`config.mk`:
```
export PLATFORM = sky130hd
export DESIGN_NAME = rpm_back
export DESIGN_NICKNAME = d
export VERILOG_FILES = /design/src/rtl/rpm_pkg.sv /design/src/rtl/rpm_div.sv /design/src/rtl/rpm_back.sv
export SDC_FILE = /design/constraint.sdc
export NUM_CORES = 2
export LEC_CHECK = 0
export ABC_AREA = 0
export BUFFER_PORTS_ARGS = -buffer_cell sky130_fd_sc_hd__buf_2
export CAP_MARGIN = 20
export CELL_PAD_IN_SITES_DETAIL_PLACEMENT = 1
export CELL_PAD_IN_SITES_GLOBAL_PLACEMENT = 2
export CORE_MARGIN = 10
export CORE_UTILIZATION = 43
export CTS_BUF_LIST = sky130_fd_sc_hd__clkbuf_2 sky130_fd_sc_hd__clkbuf_4 sky130_fd_sc_hd__clkbuf_8
export CTS_CLUSTER_DIAMETER = 200
export CTS_CLUSTER_SIZE = 20
export DETAILED_ROUTE_END_ITERATION = 7
export PLACE_DENSITY_LB_ADDON = 0.1
export SYNTH_ARGS = -nofsm -noshare
export SYNTH_HDL_FRONTEND = slang
export SYNTH_SLANG_ARGS = --single-unit
```
`constraint.sdc`:
```
create_clock -name clk -period 11.7 [get_ports clk]
set_input_delay 1.17 -clock clk [delete_from_list [all_inputs] [get_ports clk]]
set_output_delay 1.17 -clock clk [all_outputs]
set_load 0.03 [all_outputs]
```
`src/rtl/rpm_pkg.sv`:
```
// Package for the polynomial resultant unit.
// Holds the sequencer state type, the result type and the modular helper functions.
// Depends on nothing.
package rpm_pkg;

  localparam int CW = 32;
  localparam int DW = 2 * CW;

  typedef struct packed {
    logic [CW-1:0] resultant;
    logic          too_long;
  } res_t;

  typedef enum logic [5:0] {
    S_IDLE, S_CHK, S_RED_RD, S_RED_WT, S_RED_DV, S_TRIM, S_TRIM_WT, S_SETUP,
    S_LB1_WT, S_LB1_DN, S_LOOP, S_LC_WT, S_IV, S_IV_DV, S_IV_UPD,
    S_MM, S_MM_ST, S_MM_WT, S_PW, S_PW_M1, S_PW_SQ, S_PW_M2,
    S_DL_I, S_DL_Q, S_DL_QD, S_DL_J, S_DL_V, S_DL_RK, S_DL_W, S_DL_NX,
    S_TR2, S_TR2_WT, S_UPD, S_UPD2, S_UPD3, S_FIN, S_OUT
  } state_t;

  function automatic logic [CW-1:0] msub(logic [CW-1:0] a, logic [CW-1:0] b,
                                         logic [CW-1:0] p);
    return (a >= b) ? a - b : a + (p - b);
  endfunction

  function automatic logic [CW-1:0] mneg(logic [CW-1:0] a, logic [CW-1:0] p);
    return (a == '0) ? '0 : p - a;
  endfunction

endpackage

```
`src/rtl/rpm_div.sv`:
```
// Restoring divider, 64-bit dividend by 32-bit divisor, one quotient bit per cycle.
// Depends on rpm_pkg.
module rpm_div import rpm_pkg::*; (
  input  logic          clk,
  input  logic          rst,
  input  logic          start,
  input  logic [DW-1:0] dividend,
  input  logic [CW-1:0] divisor,
  output logic          done,
  output logic [CW-1:0] quo,
  output logic [CW-1:0] rem
);

  localparam int NW = $clog2(DW);

  logic          bsy;
  logic [NW-1:0] cnt;
  logic [CW-1:0] rr;
  logic [DW-1:0] dq;
  logic [CW-1:0] dv;
  logic [CW:0]   r2;
  logic          ge;

  assign r2  = {rr, dq[DW-1]};
  assign ge  = (r2 >= {1'b0, dv});
  assign quo = dq[CW-1:0];
  assign rem = rr;

  always_ff @(posedge clk) begin
    if (rst) begin
      bsy  <= 1'b0;
      done <= 1'b0;
    end else begin
      done <= 1'b0;
      if (start) begin
        bsy <= 1'b1;
        cnt <= '0;
        rr  <= '0;
        dq  <= dividend;
        dv  <= divisor;
      end else if (bsy) begin
        rr  <= ge ? CW'(r2 - {1'b0, dv}) : r2[CW-1:0];
        dq  <= {dq[DW-2:0], ge};
        cnt <= cnt + NW'(1);
        if (cnt == NW'(DW - 1)) begin
          bsy  <= 1'b0;
          done <= 1'b1;
        end
      end
    end
  end

endmodule

```
`src/rtl/rpm_back.sv`:
```
// Sequencer that reduces, trims and runs the Euclidean remainder sequence on the
// loaded polynomials. Depends on rpm_pkg and rpm_div.
module rpm_back import rpm_pkg::*; #(
  parameter int MAX_LEN = 64
) (
  input  logic                         clk,
  input  logic                         rst,
  input  logic [CW-1:0]                modulus,
  input  logic                         cmd_valid,
  input  logic [2*$clog2(MAX_LEN+1):0] cmd_data,
  output logic                         cmd_pop,
  output logic                         mem_we,
  output logic [$clog2(2*MAX_LEN)-1:0] mem_waddr,
  output logic [CW-1:0]                mem_wdata,
  output logic [$clog2(2*MAX_LEN)-1:0] mem_raddr,
  input  logic [CW-1:0]                mem_rdata,
  output logic                         out_push,
  output res_t                         out_data,
  input  logic                         out_full,
  output logic                         set_done
);

  localparam int LW = $clog2(MAX_LEN + 1);
  localparam int AW = $clog2(2 * MAX_LEN);

  state_t state, state_next;
  state_t mm_ret, pw_ret;

  logic [LW-1:0] la, lb, l0, l1, l2, i, j, k, wk, pw_e, cur_len;
  logic          ovf, rg, ui, vi, neg, swap;
  logic [CW-1:0] lc, inv, q, rp, ma, mb, mr, pw_b, pw_r;
  logic [CW-1:0] r0, r1, r2, t0, t1, res_val;
  logic [DW-1:0] pr;
  logic          div_start, div_done;
  logic [DW-1:0] div_dividend;
  logic [CW-1:0] div_divisor, div_quo, div_rem;

  function automatic logic [AW-1:0] addr_of(logic r, logic [LW-1:0] idx);
    return (r ? AW'(MAX_LEN) : AW'(0)) + AW'(idx);
  endfunction

  rpm_div u_div (
    .clk      (clk),
    .rst      (rst),
    .start    (div_start),
    .dividend (div_dividend),
    .divisor  (div_divisor),
    .done     (div_done),
    .quo      (div_quo),
    .rem      (div_rem)
  );

  assign cur_len  = rg ? lb : la;
  assign swap     = (la < lb);
  assign wk       = i - l1 + LW'(1) + j;
  assign out_data = '{resultant: res_val, too_long: ovf};
  assign set_done = out_push;

  always_ff @(posedge clk) begin
    if (rst) begin
      state <= S_IDLE;
    end else begin
      state <= state_next;
    end
  end

  always_comb begin
    state_next   = state;
    cmd_pop      = 1'b0;
    mem_we       = 1'b0;
    mem_waddr    = addr_of(ui, wk);
    mem_wdata    = msub(mem_rdata, mr, modulus);
    mem_raddr    = addr_of(ui, i);
    out_push     = 1'b0;
    div_start    = 1'b0;
    div_dividend = pr;
    div_divisor  = modulus;
    case (state)
      S_IDLE: begin
        cmd_pop = cmd_valid;
        if (cmd_valid) begin
          state_next = S_CHK;
        end
      end
      S_CHK: begin
        state_next = (ovf || modulus < CW'(2)) ? S_OUT : S_RED_RD;
      end
      S_RED_RD: begin
        mem_raddr = addr_of(rg, k);
        if (k == cur_len) begin
          state_next = rg ? S_TRIM : S_RED_RD;
        end else begin
          state_next = S_RED_WT;
        end
      end
      S_RED_WT: begin
        div_start    = 1'b1;
        div_dividend = {{CW{1'b0}}, mem_rdata};
        state_next   = S_RED_DV;
      end
      S_RED_DV: begin
        if (div_done) begin
          mem_we     = 1'b1;
          mem_waddr  = addr_of(rg, k);
          mem_wdata  = div_rem;
          state_next = S_RED_RD;
        end
      end
      S_TRIM: begin
        mem_raddr = addr_of(rg, cur_len - LW'(1));
        if (cur_len != '0) begin
          state_next = S_TRIM_WT;
        end else begin
          state_next = rg ? S_SETUP : S_TRIM;
        end
      end
      S_TRIM_WT: begin
        if (mem_rdata == '0) begin
          state_next = S_TRIM;
        end else begin
          state_next = rg ? S_SETUP : S_TRIM;
        end
      end
      S_SETUP: begin
        mem_raddr = addr_of(~swap, '0);
        if (la == '0 || lb == '0) begin
          state_next = S_OUT;
        end else if ((swap ? la : lb) == LW'(1)) begin
          state_next = S_LB1_WT;
        end else begin
          state_next = S_LOOP;
        end
      end
      S_LB1_WT: state_next = S_PW;
      S_LB1_DN: state_next = S_FIN;
      S_LOOP: begin
        mem_raddr  = addr_of(vi, l2 - LW'(1));
        state_next = S_LC_WT;
      end
      S_LC_WT: state_next = S_IV;
      S_IV: begin
        div_dividend = {{CW{1'b0}}, r0};
        div_divisor  = r1;
        if (r1 == '0) begin
          state_next = S_DL_I;
        end else begin
          div_start  = 1'b1;
          state_next = S_IV_DV;
        end
      end
      S_IV_DV: begin
        if (div_done) begin
          state_next = S_MM;
        end
      end
      S_IV_UPD: state_next = S_IV;
      S_MM: state_next = S_MM_ST;
      S_MM_ST: begin
        div_start  = 1'b1;
        state_next = S_MM_WT;
      end
      S_MM_WT: begin
        if (div_done) begin
          state_next = mm_ret;
        end
      end
      S_PW: begin
        if (pw_e == '0) begin
          state_next = pw_ret;
        end else if (pw_e[0]) begin
          state_next = S_MM;
        end else begin
          state_next = S_PW_SQ;
        end
      end
      S_PW_M1: state_next = S_PW_SQ;
      S_PW_SQ: state_next = S_MM;
      S_PW_M2: state_next = S_PW;
      S_DL_I: begin
        mem_raddr  = addr_of(ui, i);
        state_next = S_DL_Q;
      end
      S_DL_Q: state_next = S_MM;
      S_DL_QD: state_next = S_DL_J;
      S_DL_J: begin
        mem_raddr = addr_of(vi, j);
        if (j == l1 - LW'(1)) begin
          state_next = S_DL_NX;
        end else begin
          state_next = S_DL_V;
        end
      end
      S_DL_V: state_next = S_MM;
      S_DL_RK: begin
        mem_raddr  = addr_of(ui, wk);
        state_next = S_DL_W;
      end
      S_DL_W: begin
        mem_we     = 1'b1;
        state_next = S_DL_J;
      end
      S_DL_NX: begin
        state_next = (i == l1 - LW'(1)) ? S_TR2 : S_DL_I;
      end
      S_TR2: begin
        mem_raddr = addr_of(ui, l2 - LW'(1));
        state_next = (l2 != '0) ? S_TR2_WT : S_UPD;
      end
      S_TR2_WT: begin
        state_next = (mem_rdata == '0) ? S_TR2 : S_UPD;
      end
      S_UPD: begin
        state_next = (l2 != '0 || l1 == LW'(1)) ? S_PW : S_FIN;
      end
      S_UPD2: state_next = S_MM;
      S_UPD3: state_next = (l2 != '0) ? S_LOOP : S_FIN;
      S_FIN: state_next = S_OUT;
      S_OUT: begin
        if (!out_full) begin
          out_push   = 1'b1;
          state_next = S_IDLE;
        end
      end
      default: state_next = S_IDLE;
    endcase
  end

  always_ff @(posedge clk) begin
    case (state)
      S_IDLE: begin
        {ovf, la, lb} <= cmd_data;
        rg      <= 1'b0;
        k       <= '0;
        res_val <= '0;
      end
      S_RED_RD: begin
        if (k == cur_len) begin
          rg <= ~rg;
          k  <= '0;
        end
      end
      S_RED_DV: begin
        if (div_done) begin
          k <= k + LW'(1);
        end
      end
      S_TRIM: begin
        if (cur_len == '0) begin
          rg <= 1'b1;
        end
      end
      S_TRIM_WT: begin
        if (mem_rdata == '0) begin
          if (rg) begin
            lb <= lb - LW'(1);
          end else begin
            la <= la - LW'(1);
          end
        end else begin
          rg <= 1'b1;
        end
      end
      S_SETUP: begin
        l1  <= swap ? lb : la;
        l2  <= swap ? la : lb;
        ui  <= swap;
        vi  <= ~swap;
        neg <= swap & ~la[0] & ~lb[0];
        rp  <= CW'(1);
      end
      S_LB1_WT: begin
        pw_b   <= mem_rdata;
        pw_e   <= l1 - LW'(1);
        pw_r   <= CW'(1);
        pw_ret <= S_LB1_DN;
      end
      S_LB1_DN: rp <= pw_r;
      S_LOOP: begin
        l0 <= l1;
        l1 <= l2;
      end
      S_LC_WT: begin
        lc <= mem_rdata;
        r0 <= modulus;
        r1 <= mem_rdata;
        t0 <= '0;
        t1 <= CW'(1);
      end
      S_IV: begin
        if (r1 == '0) begin
          inv <= (r0 == CW'(1)) ? t0 : '0;
          i   <= l0 - LW'(1);
        end
      end
      S_IV_DV: begin
        r2     <= div_rem;
        ma     <= (div_quo >= modulus) ? div_quo - modulus : div_quo;
        mb     <= t1;
        mm_ret <= S_IV_UPD;
      end
      S_IV_UPD: begin
        r0 <= r1;
        r1 <= r2;
        t0 <= t1;
        t1 <= msub(t0, mr, modulus);
      end
      S_MM: pr <= ma * mb;
      S_MM_WT: begin
        if (div_done) begin
          mr <= div_rem;
        end
      end
      S_PW: begin
        ma     <= pw_r;
        mb     <= pw_b;
        mm_ret <= S_PW_M1;
      end
      S_PW_M1: pw_r <= mr;
      S_PW_SQ: begin
        ma     <= pw_b;
        mb     <= pw_b;
        mm_ret <= S_PW_M2;
      end
      S_PW_M2: begin
        pw_b <= mr;
        pw_e <= pw_e >> 1;
      end
      S_DL_Q: begin
        ma     <= mem_rdata;
        mb     <= inv;
        mm_ret <= S_DL_QD;
      end
      S_DL_QD: begin
        q <= mr;
        j <= '0;
      end
      S_DL_V: begin
        ma     <= q;
        mb     <= mem_rdata;
        mm_ret <= S_DL_RK;
      end
      S_DL_W: j <= j + LW'(1);
      S_DL_NX: begin
        if (i == l1 - LW'(1)) begin
          l2 <= l1 - LW'(1);
        end else begin
          i <= i - LW'(1);
        end
      end
      S_TR2_WT: begin
        if (mem_rdata == '0) begin
          l2 <= l2 - LW'(1);
        end
      end
      S_UPD: begin
        ui     <= vi;
        vi     <= ui;
        pw_b   <= lc;
        pw_e   <= (l2 != '0) ? l0 - l2 : l0 - LW'(1);
        pw_r   <= CW'(1);
        pw_ret <= S_UPD2;
        if (l2 == '0 && l1 != LW'(1)) begin
          rp <= '0;
        end
      end
      S_UPD2: begin
        ma     <= rp;
        mb     <= pw_r;
        mm_ret <= S_UPD3;
      end
      S_UPD3: begin
        rp <= (l2 != '0 && !l0[0] && !l1[0]) ? mneg(mr, modulus) : mr;
      end
      S_FIN: res_val <= neg ? mneg(rp, modulus) : rp;
      default: begin
      end
    endcase
  end

endmodule

```
* Word level (Yosys, flattened, before mapping)
Cells that the tools add are included.
Word-level totals: register bits 766, memories 0, word-level logic and storage cells 298, latch bits 0, bits in read-only memories 0, RAM bits 0
Cells by class: shift-type cells 0, bitwise logic cells 8, equality and inequality tests 60, multiplexer cells 98, $add $sub $neg 29, $lt $le $gt $ge 6, divide/modulo/power cells 0, $mul 1, reduce and logical (&&, ||, !) cells 57
Operators by type and width (number):
- 32-bit 2-to-1 mux | 13
- 32-bit one-hot mux with 2 select lines | 6
- 32-bit one-hot mux with 6 select lines | 1
- 32-bit subtractor | 6
- 6-bit one-hot mux with 31 select lines | 1
- 32-bit one-hot mux with 5 select lines | 1
- 7-bit 2-to-1 mux | 20
- 32-bit logical NOT | 4
- 64-bit 2-to-1 mux | 2
- 32-bit one-hot mux with 4 select lines | 1
- 64-bit one-hot mux with 2 select lines | 1
- 6-bit by 5-bit equality test with 1-bit output, second input constant | 16
- 32-bit greater-or-equal comparator | 3
- 32-bit one-hot mux with 3 select lines | 1
- 6-bit 2-to-1 mux | 13
- 7-bit one-hot mux with 2 select lines | 5
- 32-bit adder | 2
- 32-bit by 32-bit multiplier with 64-bit output | 1
- 7-bit one-hot mux with 3 select lines | 3
- 7-bit adder | 8
- 7-bit one-hot mux with 7 select lines | 1
- 7-bit by 1-bit subtractor with 7-bit output, second input constant | 7
- 6-bit by 4-bit equality test with 1-bit output, second input constant | 8
- 6-bit equality test, second input constant | 6
- other kinds (44) | 129

* Longest topological paths before layout
depth in word-level cells 6, mapped depth 30, gate-level depth less buffers 28

* Hierarchy
From an unflattened synthesis, not the netlist that was laid out.
Unflattened totals: cell total of the unflattened synthesis 8625, area, all modules 82192.6 um^2
By module, submodules not included:
- rpm_back | area each 74472.7 um^2, sequential area each 18738.0 um^2, cells each 7957, instances 1
- rpm_div | area each 7719.9 um^2, sequential area each 4063.9 um^2, cells each 668, instances 1

* Worst setup path before layout
OpenSTA, ideal clock, no wires.
kind register -> register, from register state[1], to register r0[0], enable pin, data arrival time 9.922 ns, stages on the path, launching flop included 5, path slack 0.983 ns, library setup time 0.795 ns, required time 10.905 ns, period minus slack after synthesis 10.717 ns, buffers on the path 2, path through dfxtp_1 -> clkbuf_1 -> nand2_1 -> clkbuf_1 -> o21ai_0
On the way: cells in the longest elaborated chain, start to end 2, elaborated cells on any way between the ends 3
RTL lines:
- from (decl) | line rpm_back.sv:26 | state_t state, state_next;
- from (signal assigned) | line rpm_back.sv:63 | state <= state_next;
- 6-bit by 4-bit equality test with 1-bit output | line rpm_back.sv:229 | case (state)
- 2-bit nonzero test (no source line) (*)
- to (signal assigned) | line rpm_back.sv:284 | r0 <= modulus;
- to (signal assigned) | line rpm_back.sv:302 | r0 <= r1;
- to (decl) | line rpm_back.sv:32 | logic [CW-1:0] r0, r1, r2, t0, t1, res_val;
Mark *: on every way between the ends. The rest lies on a longest branch, timed or not. A chain may end at the register's enable or synchronous reset.

* Worst setup path after layout
from register mr[1], to output mem_wdata[28]
On the way: cells in the longest elaborated chain, start to end 5, elaborated cells on any way between the ends 7
RTL lines:
- from (decl) | line rpm_back.sv:31 | logic [CW-1:0] lc, inv, q, rp, ma, mb, mr, pw_b, pw_r;
- from (signal assigned) | line rpm_back.sv:310 | mr <= div_rem;
- 32-bit subtractor | line rpm_pkg.sv:24 | return (a >= b) ? a - b : a + (p - b);
- 32-bit adder | line rpm_pkg.sv:24
- 32-bit 2-to-1 mux (*) | line rpm_pkg.sv:24
- 32-bit 2-to-1 mux | line rpm_back.sv:102 | if (div_done) begin
- 32-bit 2-to-1 mux (*) | line rpm_back.sv:78 | case (state)
- to (decl) | line rpm_back.sv:14 | output logic [CW-1:0] mem_wdata,
Marks and branches as above.

==> metrics.md <==
| Metric | Value |
|---|---|
| Slew @ Worst Pin | 1150 ps |
| Synth Flop Type | edfxtp_1 |
| 1st-pass router iterations | 8 |
| Most common cell after layout, fill and taps aside | nand2_1 |
| Die Wd | 457 um |
| Total CTS buffers | 44 |
| Share of cells above drive strength 1 | 5.26% |
| Flop2flop setup slack | approximately 2500 ps |
| CP endpoint kind | output pin |
| Number of synthesized flops with an enable pin | 754 |
| Pre-CTS WS | 2400 ps |
| Largest net degree at the start of global routing | between 100 and 150 |
| Vias in the first global route | roughly 71000 |
| DRC viols | 9 |
| Core area | 190000 um^2 |
| Clock Tree Root | clkbuf_8 |
| DRT iter0 DRCs | 6095 |
| Period utilization | 79.3% |
| Clock sink total | 762 |
| Die Footprint | 209000 um^2 |
| # H-tree levels | 2 |
| Max_cap viols | 0 |
| Library cells used by synthesis | 88 |
| Fin cells | 11190 |
| Hold wc startpoint | u_div.dq[51]$_DFFE_PP_ |
| Synth warn | 0 |
| Max Slew Vio Count | 0 |
| Detail Route Antenna Nets | 0 |
| Worst Path Required | approximately 11000 ps |
| Total GRT Usage | 31.2% |
| Minimum clock period | 9280 ps |
| # IOs | between 150 and 200 |
| CTS clk-pin slew, worst paths | 170 ps |
| Setup Buffers After CTS | 0 |
| PnR worst setup slack | 2420 ps |
| Grt ovf | 0 |
| Leading cell types in the layout, fill and taps excluded | nand2_1, inv_1, fa_1, edfxtp_1, and2_1 |
| WP data arrival | 8110 ps |
| Synth Instances | 8730 |
| CP Launch Type | flip-flop |
| Initial antenna violation count | 26 |
| Status | complete, but fails checks |
| Crit-path max FO | 7 |
| Area of the mapped netlist | about 80000 um^2 |
| Synth async-reset ratio | 0% |
| Failing checks | DRC |
| Via count | around 67000 |
| Post-Place Cells | around 11000 |
| Starting Density | between 40% and 50% |
| CP Launch Point | mr[1]$_DFFE_PP_ |
| Setup TNS | 0 ps |
| Bufs on Longest Clock Path | 3 |
| Worst skew pair latency | 860 ps |
| Relative slew slack | 21.5% |
| Post-CTS resize count | 0 |
| Routed WL | 332000 um |
| Row count | 160 |
| End of the critical path | mem_wdata[28] |
| Total Nets Final | 10206 |
| Regs by FF count | pr: 64 flops, u_div.dq: 64 flops |
| Routability congestion estimate | 0.962 |
| Post-synthesis sequential area ratio | 27.8% |
| First-pass GRT wire length | 490000 um |
| Mapped Nets | around 10000 |
| Synthesized area per cell | between 9 and 10 um^2 |
| Port bufs | 165 |
| Flops & latches, synth | 762 |
| R2R cell count | 23 |
| Detailed Place HPWL | around 260000 um |
| Clk_skew | around 96 ps |
| Max Freq | 0.108 GHz |
| CTS tree | done |
| Critical register-to-register path endpoint | pr[56]$_DFFE_PP_ |
| Fillers | 21690 |
| Final hold vios | 0 |
| Final Core Density | a little under half |
| Routed vias/inst | 5.99 |
| Die height | ~460 um |
| RSZ-0062 raised after global routing | false |
| Critical path type | flip-flop to output pin |
| R2r startpoint | mb[9]$_DFFE_PP_ |
| Wire per inst | between 20 and 30 um |
| HP Class | flip-flop to flip-flop |
| Setup violations, final | 0 |
| Post-CTS Hold Buffers | 0 |
| Area grow syn2layout | 5.53% |
cells by family after synthesis:
group	Yosys count	share of synthesized area, %
and+or+nand+nor	2907	17.0
AOI/OAI and AO/OA	1631	13.2
buffers and inverters	1583	7.28
adders and majority gates	1471	30.7
DFF	762	27.8
xor gates and xnor gates	332	3.56
muxes	44	0.542
cells in the mapped netlist, types with 37 or more instances:
| cell | number | area [um^2] |
|---|---|---|
| nand2_1 | 1189 | 4460 |
| inv_1 | 1141 | 4280 |
| fa_1 | 913 | 18300 |
| edfxtp_1 | 754 | 22600 |
| and2_1 | 667 | 4170 |
| ha_1 | 558 | 6980 |
| nor2_1 | 442 | 1660 |
| clkbuf_1 | 404 | 1520 |
| a21oi_1 | 342 | 1710 |
| o21ai_0 | 325 | 1630 |
| xnor2_1 | 225 | 1970 |
| a21o_1 | 182 | 1370 |
| a31oi_1 | 153 | 957 |
| nand3_1 | 133 | 666 |
| a22oi_1 | 116 | 871 |
| xor2_1 | 106 | 928 |
| nor3_1 | 92 | 460 |
| nor4_1 | 63 | 394 |
| a211oi_1 | 62 | 465 |
| nand4_1 | 62 | 388 |
| a222oi_1 | 56 | 561 |
| nand2b_1 | 52 | 325 |
| o21a_1 | 51 | 383 |
| and3_1 | 47 | 294 |
| o211ai_1 | 45 | 338 |
| o21bai_1 | 44 | 330 |
| nor2b_1 | 41 | 257 |
| mux2i_1 | 40 | 400 |
| a22o_1 | 37 | 324 |
through the flow:
| stage | instance area, um^2 | hold WS, ps |
|---|---|---|
| CTS | 86600 | 475 |
| finish | 86700 | 488 |
| detailed placement | 85800 | 497 |
| floorplan | 82200 | 424 |
| global placement | 85700 | 487 |
| global route | 86700 | 492 |
how the worst min path moves through the flow:
stage	to	depth (start not counted)
2_1_floorplan	q[31]$_DFFE_PP_	0
3_3_place_gp	u_div.dq[52]$_DFFE_PP_	2
3_5_place_dp	r1[31]$_DFFE_PP_	2
4_1_cts	ovf$_DFFE_PP_	1
5_1_grt	ovf$_DFFE_PP_	1
6_report	u_div.dq[52]$_DFFE_PP_	2
critical path, stage by stage, from the launching register on:
cell and delay, ps:
edfxtp_1 790, inv_1 340, fa_1 500, a21oi_1 240
o21bai_1 150, a31o_2 290, a2111oi_0 860, o21a_1 230
o21ai_0 160, a21o_1 230, a21oi_1 170, xnor2_1 290
ha_1 480, inv_1 100, nor3_1 370, nand4_1 300
o2111ai_1 400, nand2_1 160, o211ai_1 320, o22ai_1 150
xor2_1 160, a211oi_1 300, buf_2 270
final cells by class:
cell class	count	area [um^2]	area share (%)
Timing Repair Buffer	316	2060	2.38
Sequential cell	762	22800	26.3
Antenna cell	10	25.0	0.0289
Clock buffer	61	752	0.867
Multi-Input combinational cell	6385	53600	61.8
Inverter	1143	4290	4.95
Tap cell	2511	3140	3.62
Clock inverter	2	25.0	0.0289
layer usage:
metal | share of wire [%] | GRT usage, %
met5 | 0.017 | 0
met4 | 5.0 | 12.6
met3 | 6.3 | 3.15
met2 | 47 | 52.1
met1 | 42 | 41.6
Power is not shown: default switching activity piles up to over one toggle a cycle in this logic, so the estimate is an artifact.
